## config.mk

```make
export PLATFORM = sky130hd
export DESIGN_NAME = task_watchdog_table_core
export DESIGN_NICKNAME = d
export VERILOG_FILES = /design/src/sv/twt_pkg.sv /design/src/sv/task_watchdog_table_core.sv /design/src/sv/twt_ram.sv
export SDC_FILE = /design/constraint.sdc
export NUM_CORES = 1
export LEC_CHECK = 0
export BUFFER_PORTS_ARGS = -buffer_cell sky130_fd_sc_hd__buf_2
export CORE_MARGIN = 5
export CORE_UTILIZATION = 60
export DETAILED_ROUTE_END_ITERATION = 16
export HOLD_SLACK_MARGIN = 0.03
export PLACE_DENSITY = 0.8
export SYNTH_ARGS = -nofsm -noshare
export SYNTH_HDL_FRONTEND = slang
export SYNTH_SLANG_ARGS = --single-unit
export TNS_END_PERCENT = 20
```

## constraint.sdc

```tcl
create_clock -name clock -period 10.2 [get_ports clock]
set_input_delay 0.51 -clock clock [delete_from_list [all_inputs] [get_ports clock]]
set_output_delay 0.51 -clock clock [all_outputs]
set_load 0.03 [all_outputs]
```

## src/sv/twt_pkg.sv

```systemverilog
// package: shared types and constants for the task watchdog table
`timescale 1ns / 1ps

package twt_pkg;

   localparam int TABLE_SLOTS_DEF = 16;
   localparam int TASK_W          = 16;
   localparam int TIME_W          = 32;
   localparam int CSR_IDX_W       = 2;
   localparam int CSR_DATA_W      = 32;
   localparam int ACT_W           = 2;

   localparam logic [CSR_IDX_W-1:0] CSR_ENABLED = CSR_IDX_W'(0);
   localparam logic [CSR_IDX_W-1:0] CSR_TIMEOUT = CSR_IDX_W'(1);

   localparam logic [TIME_W-1:0] TIMEOUT_RST = TIME_W'(1000);

   typedef enum logic [1:0] {
      REQ_REGISTER   = 2'd0,
      REQ_UNREGISTER = 2'd1,
      REQ_FEED       = 2'd2,
      REQ_QUERY      = 2'd3
   } req_kind_type;

   typedef enum logic [ACT_W-1:0] {
      ACT_NONE   = 2'd0,
      ACT_REMOVE = 2'd1,
      ACT_KICK   = 2'd2
   } action_type;

   typedef enum logic [2:0] {
      ST_IDLE,
      ST_SCAN,
      ST_DRAIN,
      ST_EVAL,
      ST_DONE
   } state_type;

endpackage

```

## src/sv/task_watchdog_table_core.sv

```systemverilog
// top level: task watchdog table with slot ram, scan sequencer and csr port
//
// usage:
//  - csr port: csr_valid/csr_ready with csr_index and csr_wdata; index 0 is
//    enabled (bit 0), index 1 is timeout_ms; other indexes are ignored.
//    csr_ready is always high; write only while the block is idle.
//  - request: an item is taken at a clock edge with start high and busy low.
//  - response: one item per request, shown for one cycle with rsp_valid high.
//  - timing: the slot ram is scanned one entry per cycle through its single
//    read port in the scan state, the drain state checks the last word read,
//    then the eval and done states evaluate and write back. the response
//    strobe is registered from the done state; busy stays high from the
//    accept until then, so a new item is taken only once the previous one
//    is through, at the earliest while its response strobe is high.
//  - reset: clears the slot in-use bits, the count, enabled and sets
//    timeout_ms to 1000; slot contents are read in every slot but only used in slots marked in use.
//  - the receiver cannot stall; the response is dropped if not taken.
`timescale 1ns / 1ps

module task_watchdog_table_core #(
   parameter int TABLE_SLOTS = twt_pkg::TABLE_SLOTS_DEF,
   parameter int CNT_W = $clog2(TABLE_SLOTS + 1)
) (
   input  logic                             clock,
   input  logic                             reset,
   input  logic                             csr_valid,
   output logic                             csr_ready,
   input  logic [twt_pkg::CSR_IDX_W-1:0]    csr_index,
   input  logic [twt_pkg::CSR_DATA_W-1:0]   csr_wdata,
   input  logic                             start,
   output logic                             busy,
   input  logic [1:0]                       req_type,
   input  logic [twt_pkg::TASK_W-1:0]       req_task_id,
   input  logic [twt_pkg::TIME_W-1:0]       req_now_ms,
   input  logic [twt_pkg::TIME_W-1:0]       req_margin_ms,
   input  logic                             req_backend_ok,
   output logic                             rsp_valid,
   output logic                             rsp_ok,
   output logic [twt_pkg::ACT_W-1:0]        rsp_backend_action,
   output logic [CNT_W-1:0]                 rsp_registered_count
);

   import twt_pkg::*;

   localparam int IDX_W = (TABLE_SLOTS > 1) ? $clog2(TABLE_SLOTS) : 1;
   localparam int ENT_W = TASK_W + TIME_W;
   localparam logic [IDX_W-1:0] LAST_IDX = IDX_W'(TABLE_SLOTS - 1);

   state_type state_ff, state_in;

   logic              enabled_ff;
   logic [TIME_W-1:0] timeout_ff;

   logic [TABLE_SLOTS-1:0] used_ff, used_in;
   logic [CNT_W-1:0]       count_ff, count_in;

   req_kind_type      kind_ff;
   logic [TASK_W-1:0] task_ff;
   logic [TIME_W-1:0] now_ff;
   logic [TIME_W-1:0] margin_ff;
   logic              bok_ff;

   logic [IDX_W-1:0]  addr_ff;
   logic              chk_valid_ff;
   logic [IDX_W-1:0]  chk_addr_ff;
   logic              match_ff;
   logic [IDX_W-1:0]  match_idx_ff;
   logic [TIME_W-1:0] match_feed_ff;
   logic              free_ff;
   logic [IDX_W-1:0]  free_idx_ff;

   logic              margin_ge_ff;
   logic [TIME_W-1:0] thresh_ff;
   logic [TIME_W-1:0] elapsed_ff;

   logic              rsp_valid_ff, rsp_valid_in;
   logic              rsp_ok_ff, rsp_ok_in;
   action_type        rsp_act_ff, rsp_act_in;
   logic [CNT_W-1:0]  rsp_cnt_ff;

   logic              ram_wr_en;
   logic [IDX_W-1:0]  ram_wr_addr;
   logic [ENT_W-1:0]  ram_wr_data;
   logic              ram_rd_en;
   logic [ENT_W-1:0]  ram_rd_data;
   logic [TASK_W-1:0] rd_task;
   logic [TIME_W-1:0] rd_feed;
   logic              accept;
   logic              last_addr;

   assign accept    = start && !busy;
   assign busy      = (state_ff != ST_IDLE);
   assign csr_ready = 1'b1;
   assign last_addr = (addr_ff == LAST_IDX);
   assign ram_rd_en = (state_ff == ST_SCAN);
   assign rd_task   = ram_rd_data[ENT_W-1:TIME_W];
   assign rd_feed   = ram_rd_data[TIME_W-1:0];

   twt_ram #(
      .WIDTH (ENT_W),
      .DEPTH (TABLE_SLOTS)
   ) u_slot_ram (
      .clock   (clock),
      .wr_en   (ram_wr_en),
      .wr_addr (ram_wr_addr),
      .wr_data (ram_wr_data),
      .rd_en   (ram_rd_en),
      .rd_addr (addr_ff),
      .rd_data (ram_rd_data)
   );

   // csr registers
   always_ff @(posedge clock) begin
      if (reset) begin
         enabled_ff <= 1'b0;
         timeout_ff <= TIMEOUT_RST;
      end else if (csr_valid && csr_ready) begin
         if (csr_index == CSR_ENABLED) begin
            enabled_ff <= csr_wdata[0];
         end else if (csr_index == CSR_TIMEOUT) begin
            timeout_ff <= csr_wdata[TIME_W-1:0];
         end
      end
   end

   always_ff @(posedge clock) begin
      if (reset) begin
         state_ff     <= ST_IDLE;
         used_ff      <= '0;
         count_ff     <= '0;
         rsp_valid_ff <= 1'b0;
         chk_valid_ff <= 1'b0;
      end else begin
         state_ff     <= state_in;
         used_ff      <= used_in;
         count_ff     <= count_in;
         rsp_valid_ff <= rsp_valid_in;
         chk_valid_ff <= ram_rd_en;
      end
   end

   always_comb begin
      state_in     = state_ff;
      used_in      = used_ff;
      count_in     = count_ff;
      rsp_valid_in = 1'b0;
      rsp_ok_in    = 1'b0;
      rsp_act_in   = ACT_NONE;
      ram_wr_en    = 1'b0;
      ram_wr_addr  = free_idx_ff;
      ram_wr_data  = {task_ff, {TIME_W{1'b0}}};
      unique case (state_ff)
         ST_IDLE: begin
            if (accept) begin
               state_in = ST_SCAN;
            end
         end
         ST_SCAN: begin
            if (last_addr) begin
               state_in = ST_DRAIN;
            end
         end
         ST_DRAIN: begin
            state_in = ST_EVAL;
         end
         ST_EVAL: begin
            state_in = ST_DONE;
         end
         ST_DONE: begin
            state_in     = ST_IDLE;
            rsp_valid_in = 1'b1;
            unique case (kind_ff)
               REQ_REGISTER: begin
                  if (enabled_ff && task_ff != '0 && !match_ff && bok_ff && free_ff) begin
                     rsp_ok_in            = 1'b1;
                     ram_wr_en            = 1'b1;
                     used_in[free_idx_ff] = 1'b1;
                     count_in             = count_ff + CNT_W'(1);
                  end
               end
               REQ_UNREGISTER: begin
                  if (enabled_ff && task_ff != '0 && match_ff) begin
                     rsp_ok_in             = 1'b1;
                     rsp_act_in            = ACT_REMOVE;
                     used_in[match_idx_ff] = 1'b0;
                     count_in              = count_ff - CNT_W'(1);
                  end
               end
               REQ_FEED: begin
                  if (enabled_ff) begin
                     rsp_ok_in   = 1'b1;
                     rsp_act_in  = ACT_KICK;
                     ram_wr_en   = match_ff;
                     ram_wr_addr = match_idx_ff;
                     ram_wr_data = {task_ff, now_ff};
                  end
               end
               REQ_QUERY: begin
                  rsp_ok_in = match_ff && (margin_ge_ff || (elapsed_ff >= thresh_ff));
               end
            endcase
         end
      endcase
   end

   // request capture, scan bookkeeping, query arithmetic and response capture
   always_ff @(posedge clock) begin
      if (accept) begin
         kind_ff   <= req_kind_type'(req_type);
         task_ff   <= req_task_id;
         now_ff    <= req_now_ms;
         margin_ff <= req_margin_ms;
         bok_ff    <= req_backend_ok;
         addr_ff   <= '0;
         match_ff  <= 1'b0;
         free_ff   <= 1'b0;
      end else begin
         if (ram_rd_en && !last_addr) begin
            addr_ff <= addr_ff + IDX_W'(1);
         end
         if (chk_valid_ff) begin
            if (used_ff[chk_addr_ff] && rd_task == task_ff) begin
               match_ff      <= 1'b1;
               match_idx_ff  <= chk_addr_ff;
               match_feed_ff <= rd_feed;
            end
            if (!used_ff[chk_addr_ff] && !free_ff) begin
               free_ff     <= 1'b1;
               free_idx_ff <= chk_addr_ff;
            end
         end
      end
      chk_addr_ff <= addr_ff;
      if (state_ff == ST_EVAL) begin
         margin_ge_ff <= (margin_ff >= timeout_ff);
         thresh_ff    <= timeout_ff - margin_ff;
         elapsed_ff   <= now_ff - match_feed_ff;
      end
      if (state_ff == ST_DONE) begin
         rsp_ok_ff  <= rsp_ok_in;
         rsp_act_ff <= rsp_act_in;
         rsp_cnt_ff <= count_in;
      end
   end

   assign rsp_valid            = rsp_valid_ff;
   assign rsp_ok               = rsp_ok_ff;
   assign rsp_backend_action   = rsp_act_ff;
   assign rsp_registered_count = rsp_cnt_ff;

   a_count_matches_used: assert property (@(posedge clock) disable iff (reset)
      count_ff == CNT_W'($countones(used_ff)))
      else $error("slot count differs from in-use bits");

   a_rsp_after_done: assert property (@(posedge clock) disable iff (reset)
      rsp_valid_ff |-> $past(state_ff == ST_DONE))
      else $error("response without finished request");

   a_accept_starts_scan: assert property (@(posedge clock) disable iff (reset)
      accept |=> (state_ff == ST_SCAN) && (addr_ff == '0))
      else $error("accepted item did not start the scan");

   a_match_is_used: assert property (@(posedge clock) disable iff (reset)
      (state_ff == ST_DONE && match_ff) |-> used_ff[match_idx_ff])
      else $error("matched slot is not in use");

   a_free_is_free: assert property (@(posedge clock) disable iff (reset)
      (state_ff == ST_DONE && free_ff) |-> !used_ff[free_idx_ff])
      else $error("free slot is in use");

endmodule

```

## src/sv/twt_ram.sv

```systemverilog
// generic single-port-write, single-port-read ram with registered read
`timescale 1ns / 1ps

module twt_ram #(
   parameter int WIDTH = 48,
   parameter int DEPTH = 16,
   parameter int ADDR_W = (DEPTH > 1) ? $clog2(DEPTH) : 1
) (
   input  logic              clock,
   input  logic              wr_en,
   input  logic [ADDR_W-1:0] wr_addr,
   input  logic [WIDTH-1:0]  wr_data,
   input  logic              rd_en,
   input  logic [ADDR_W-1:0] rd_addr,
   output logic [WIDTH-1:0]  rd_data
);

   logic [WIDTH-1:0] mem_ff [DEPTH];
   logic [WIDTH-1:0] rd_data_ff;

   always_ff @(posedge clock) begin
      if (wr_en) begin
         mem_ff[wr_addr] <= wr_data;
      end
      if (rd_en) begin
         rd_data_ff <= mem_ff[rd_addr];
      end
   end

   assign rd_data = rd_data_ff;

endmodule

```

==> results of run 1 <==
-- cells in the final DEF (no fill, tap or decap), types with 11 or more instances in the layout --
master and count:
dlygate4sd3_1 77, dfxtp_1 65, clkbuf_1 23, o21ai_0 64, clkinv_1 16, nor3_1 23, buf_4 28, clkbuf_16 106
buf_2 130, xor2_1 13, ha_1 102, nand2b_1 18, nand3_1 28, nor2b_1 17, nor2_4 12, mux4_2 245
nand4_1 20, o21a_1 11, nand2_1 142, nand3b_1 12, and3_1 37, edfxtp_1 1012, xnor2_1 55, clkinv_2 23
a21oi_1 118, nor2_1 62, inv_1 129, a21o_1 33
-- cell type report --
type | count | area share (%)
flip-flops and latches | 1081 | 63.2
multi-input cells | 1159 | 23.3
clock buffers | 133 | 5.56
repair buffers | 236 | 3.29
well taps | 959 | 2.39
clock inverters | 63 | 1.24
inverters | 131 | 0.986
-- repair_timing --
item	in CTS	in global routing
endpoints found under the setup margin	0	0
endpoints found under the hold margin	77	0
hold buffers	77	0
-- power by group through the flow --
stage                     combinational, W  sequential [W]  clock [W]
after floorplan                    0.00106         0.00510          0
after global routing               0.00137         0.00517    0.00409
after global placement             0.00122         0.00524          0
final                              0.00127         0.00515    0.00384
after CTS                          0.00129         0.00515    0.00388
after detailed placement           0.00125         0.00524          0
-- metal layers --
layer | global-route usage, % | vias to the layer above | wire, um
met5 | 0 | - | 27
met4 | 9.73 | 4 | 3960
met3 | 4.26 | 266 | 8970
met2 | 46.0 | 1460 | 53700
met1 | 35.1 | 12343 | 38700
li1 | - | 10272 | -
-- final timing paths --
check / endpoint / start / cells after the start / slack (ns)
hold reg to reg: match_feed_ff[5] / u_slot_ram.rd_data[5] / 0 / 0.42
setup / recovery: u_slot_ram.mem_ff[2][4] / task_ff[0] / 9 / 5.48
hold / removal: task_ff[0] / req_task_id[0] / 1 / 0.06
setup reg to reg: u_slot_ram.mem_ff[2][4] / task_ff[0] / 9 / 5.48
-- state kept, by name, summed over array words and instances, names as in the netlist, 32 cells and up --
signal	flops
u_slot_ram.mem_ff	768
u_slot_ram.rd_data	48
elapsed_ff	32
margin_ff	32
match_feed_ff	32
now_ff	32
thresh_ff	32
timeout_ff	32
-- cells by family (layout without fill, tap and decap cells) --
| kind of cell | after synthesis | count (layout) | synth area share [%] |
|---|---|---|---|
| mux | 252 | 252 | 12.6 |
| fa+ha+maj | 104 | 104 | 2.97 |
| simple gates | 419 | 419 | 4.69 |
| xor+xnor | 68 | 68 | 1.35 |
| compound gates | 315 | 315 | 4.58 |
| flops | 1081 | 1081 | 71.8 |
| other cells | 1 | 1 | 0.00847 |
| buf+inv | 225 | 563 | 1.98 |
-- worst max-delay path: stages, from the launching register on --
cell and delay, ns:
edfxtp_1 0.72, nor4_1 0.27, nand4_1 0.37, nand4_1 0.21, nor2_1 0.41, inv_1 0.09
o32ai_1 0.55, nand3_1 0.40, nor2_4 0.68, buf_4 0.58
-- per-stage QoR --
stage	util [%]	worst slack [ns]	cells	total power (W)	hold WS, ns
floorplan	-	5.76	2465	0.00617	0.329
global placement	63.1	5.98	3489	0.00646	0.403
detailed placement	63.1	5.74	3489	0.00649	0.406
CTS	68.8	5.58	3762	0.0103	0.0356
global route	68.8	5.18	3762	0.0106	0.0403
finish	68.8	5.48	3762	0.0103	0.0617
==> results.cfg, run 1 <==
[routing]
drt_iter0_drc = 2821
via_per_inst = 6.47
ant_nets = 0
remaining_drc_errors = 0
wl_per_cell_um = 28.0
vias = 24345
wirelength_um = 105000
firstDrtPassIters = 6

[placed_design]
gp_congestion = 0.946
dpl_cell_area_sq_um = 46100
hpwl_um = 56200
io_buffers = 130

[clocking]
h-tree-depth = 3
cts.sinks = 1081
cts-resized-gates = 0
worstSkewPairLatency_ns = 0.68
numCtsBuffers = 106
cts.reportedPaths.clkPinSlew_ns = 0.06
cts_tree = yes
cts_buffer_depth = 3
clockRootBuffer = clkbuf_16
cts_setup_buffers = 0

[job]
max_cap_viol_count = 0

[critical_path]
path_class = reg2reg
cp-start-kind = flop
critPathMaxFanout = 31
critPathCaptureType = flop
arrival_ns = 5.03
critPathRequiredTime_ns = 10.52

[die]
dieArea_sq_um = 79300
start_util_pct = 60.6
ios = 132
die_h_um = 282
rows = 99
die_x_um = 282
core_sq_um = 73100

[timing]
setup_violations = 0
max_freq_mhz = 212
rsz0062_at_grt = false
max_slew_margin_pct = 19.1
worstMarginPinSlew_ns = 1.21
min_period_over_period_pct = 46.3
finalCriticalPeriod_ns = 4.72
fin_skew_ns = 0.0445
hold_viol_final = 0
slew_violations = 0
fin_setup_tns_ns = 0

[power]
clkPwrFrac_pct = 37.4
internal_power_w = 0.00779
p_switching_w = 0.00248
p_sw_share_pct = 24.1
powerDensity_nw_per_um2 = 204
p_seq_share_pct = 50.2
irDropWorstVdd_mv = 0.167
p_leak_nw = 16.1
pwr-share-comb_pct = 12.4

[synth]
syn_area_per_cell_sq_um = 18.0
yosys-top-cells-count = edfxtp_1, mux4_2, nand2_1, inv_1, a21oi_1
yosys-top-cells-area = edfxtp_1, mux4_2, dfxtp_1
synth-async-reset-ratio_pct = 0
synth_edf_count = 1012
ys.flop_type = edfxtp_1
yosysSeqAreaShare_pct = 71.8
post-synth-top-count-cell = edfxtp_1
syn_nets = 2690
ys_ff_latch = 1081
synth_area_leader_cell = edfxtp_1
synth.cell_area_sq_um = 44300
synth_top_area_share_pct = 68.7
yosysUniqueCellTypes = 78
yosysWarnings = 0
synthCells = 2465

[layout]
layout.nets = 2940
num_antenna_cells = 0
drive_gt1_share_pct = 21.8
stdcell_area_sq_um = 50300
area_growth_pct = 13.6
fillers = 4475
multi_input_area_sq_um = 11700
register_area_sq_um = 31800

[global_routing]
grt_max_degree = 100
grt_pass1_wl_um = 156000
grt_pass1_vias = 25160
grt_usage_pct = 26.7
grt-ovfl-total = 0
antenna_found_initial = 2

[hold_path]
hold_class = in2reg

[status]
status = finished, final reports clean
(Power assumes the default switching activity.)
==> run 2: changes to the inputs <==
--- a/config.mk
+++ b/config.mk
@@ -7,10 +7,10 @@
 export LEC_CHECK = 0
 export BUFFER_PORTS_ARGS = -buffer_cell sky130_fd_sc_hd__buf_2
 export CORE_MARGIN = 5
-export CORE_UTILIZATION = 60
+export CORE_UTILIZATION = 56
 export DETAILED_ROUTE_END_ITERATION = 16
 export HOLD_SLACK_MARGIN = 0.03
-export PLACE_DENSITY = 0.8
+export PLACE_DENSITY = 0.79
 export SYNTH_ARGS = -nofsm -noshare
 export SYNTH_HDL_FRONTEND = slang
 export SYNTH_SLANG_ARGS = --single-unit
==> constraint.sdc (replaced) <==
create_clock -name clock -period 4.25 [get_ports clock]
set_input_delay 0.2125 -clock clock [delete_from_list [all_inputs] [get_ports clock]]
set_output_delay 0.2125 -clock clock [all_outputs]
set_load 0.03 [all_outputs]
==> results.cfg, run 2 (synthesis results as in run 1) <==
[timing]
fin_skew_ns = 0.0696
holdWs_ns = 0.104
rsz0062_at_grt = false
slew_violations = 0
fin_setup_tns_ns = 0
max_freq_mhz = 252
min_period_over_period_pct = 93.2
worstMarginPinSlew_ns = 1.40
hold_viol_final = 0
finalCriticalPeriod_ns = 3.96
setup_violations = 0
max_slew_margin_pct = 6.50

[routing]
remaining_drc_errors = 0
via_per_inst = 6.25
drt_iter0_drc = 3063
vias = 24538
firstDrtPassIters = 5
wirelength_um = 108000
wl_per_cell_um = 27.6
ant_nets = 0

[clocking]
cts_buffer_depth = 3
h-tree-depth = 3
clockRootBuffer = clkbuf_16
worstSkewPairLatency_ns = 0.72
cts.sinks = 1081
cts_setup_buffers = 0
cts.reportedPaths.clkPinSlew_ns = 0.06
numCtsBuffers = 104
cts_tree = yes

[global_routing]
grt_pass1_wl_um = 161000
grt_usage_pct = 25.2
antenna_found_initial = 1
grt_max_degree = 63
grt-ovfl-total = 0
grt_pass1_vias = 25261

[critical_path]
critPathMaxFanout = 26
critPathRequiredTime_ns = 4.62
path_class = reg2reg
arrival_ns = 4.34
slowest_delay_ns = 0.79
crit_top_cell = nand4_1
critPathCaptureType = flop
critPathSlowestCell = nor2_4
cp-start-kind = flop
timing.critical_path.cells = nor4_1, nand4_1, nand4_1, nor2_1, inv_1, o32ai_2, nand2_1, buf_4, nor2_4, buf_12

[layout]
finalCoreUtilization_pct = 65.2
mostFrequentLayoutCells = edfxtp_1, mux4_2, nand2_1
stdcell_area_sq_um = 51200
top_register = u_slot_ram.mem_ff
area_growth_pct = 15.8
layout.nets = 3012
drive_gt1_share_pct = 22.4
largest_reg_flops = 768
final_common_cell = edfxtp_1
fillers = 5099

[job]
max_cap_viol_count = 0

[die]
rows = 103
core_sq_um = 78600
die_x_um = 291
die_h_um = 291
ios = 132
dieArea_sq_um = 84700
start_util_pct = 56.3

[placed_design]
gp_congestion = 0.884
hpwl_um = 61900
io_buffers = 130
dpl_cell_area_sq_um = 46600

[power]
powerDensity_nw_per_um2 = 483
irDropWorstVdd_mv = 0.421
p_leak_nw = 16.4

[hold_path]
hold_class = in2reg

[status]
status = finished, final reports clean
[run 2: cell count changes in the layout (fill, tap and decap cells not counted), sizes merged]
| cell | previous run | this run |
|---|---|---|
| buf | 159 | 191 |
| bufinv | 9 | 7 |
| clkbuf | 133 | 131 |
| clkinv | 43 | 45 |
| diode | 0 | 1 |
| dlygate4sd3 | 77 | 117 |
| inv | 136 | 135 |
| nor2 | 75 | 77 |
[run 2: per-stage QoR]
stage	std cells	power, W	worst slack, ns
CTS	3922	0.0249	0.125
floorplan	2465	0.0148	-0.0673
detailed placement	3612	0.0157	0.343
global route	3924	0.0256	0.118
finish	3925	0.0248	0.287
global placement	3612	0.0156	0.391
[run 2: cell type report]
| class | count | area (sq um) | share of cell area, % |
|---|---|---|---|
| Clock inverter | 62 | 642 | 1.25 |
| Antenna cell | 1 | 2.50 | 0.00488 |
| Clock buffer | 131 | 2750 | 5.37 |
| Inverter | 131 | 494 | 0.965 |
| Sequential cell | 1081 | 31800 | 62.0 |
| Tap cell | 1050 | 1310 | 2.56 |
| Timing Repair Buffer | 308 | 2500 | 4.89 |
| Multi-Input combinational cell | 1161 | 11700 | 22.9 |
[run 2: timing repair]
action	in CTS	in global routing
resized for setup	0	1
endpoints found under the setup margin	0	128
endpoints found under the hold margin	119	0
hold buffers	117	0
[run 2: power breakdown]
group / internal [W] / total, W / switching, W / leakage (nW)
Combinational: 0.00165 / 0.00337 / 0.00172 / 5.77
Clock: 0.00507 / 0.00914 / 0.00407 / 1.64
Sequential: 0.0119 / 0.0123 / 0.000341 / 9.03
Total: 0.0186 / 0.0248 / 0.00613 / 16.4
[run 2: path summary, 6_finish.rpt]
path / start / endpoint / slack, ns / cells after the start
worst min register to register: u_slot_ram.rd_data[7] / match_feed_ff[7] / 0.42 / 0
worst max register to register: task_ff[3] / u_slot_ram.mem_ff[9][14] / 0.29 / 10
worst min-delay path: reset / chk_valid_ff / 0.10 / 3
worst max-delay path: task_ff[3] / u_slot_ram.mem_ff[9][14] / 0.29 / 10
[run 2: critical path: cells and delay by family, from the launching register on]
kind,cells,cell delay (ns)
DFF,1,0.68
AOI/OAI and AO/OA,1,0.39
and+or+nand+nor,6,1.94
buffers and inverters,3,0.59
[run 2: layer usage]
| layer | wire, um | GRT usage (%) |
|---|---|---|
| met1 | 40700 | 33.6 |
| met2 | 55500 | 43.2 |
| met3 | 8740 | 4.33 |
| met4 | 3210 | 7.88 |
| met5 | 0 | 0 |
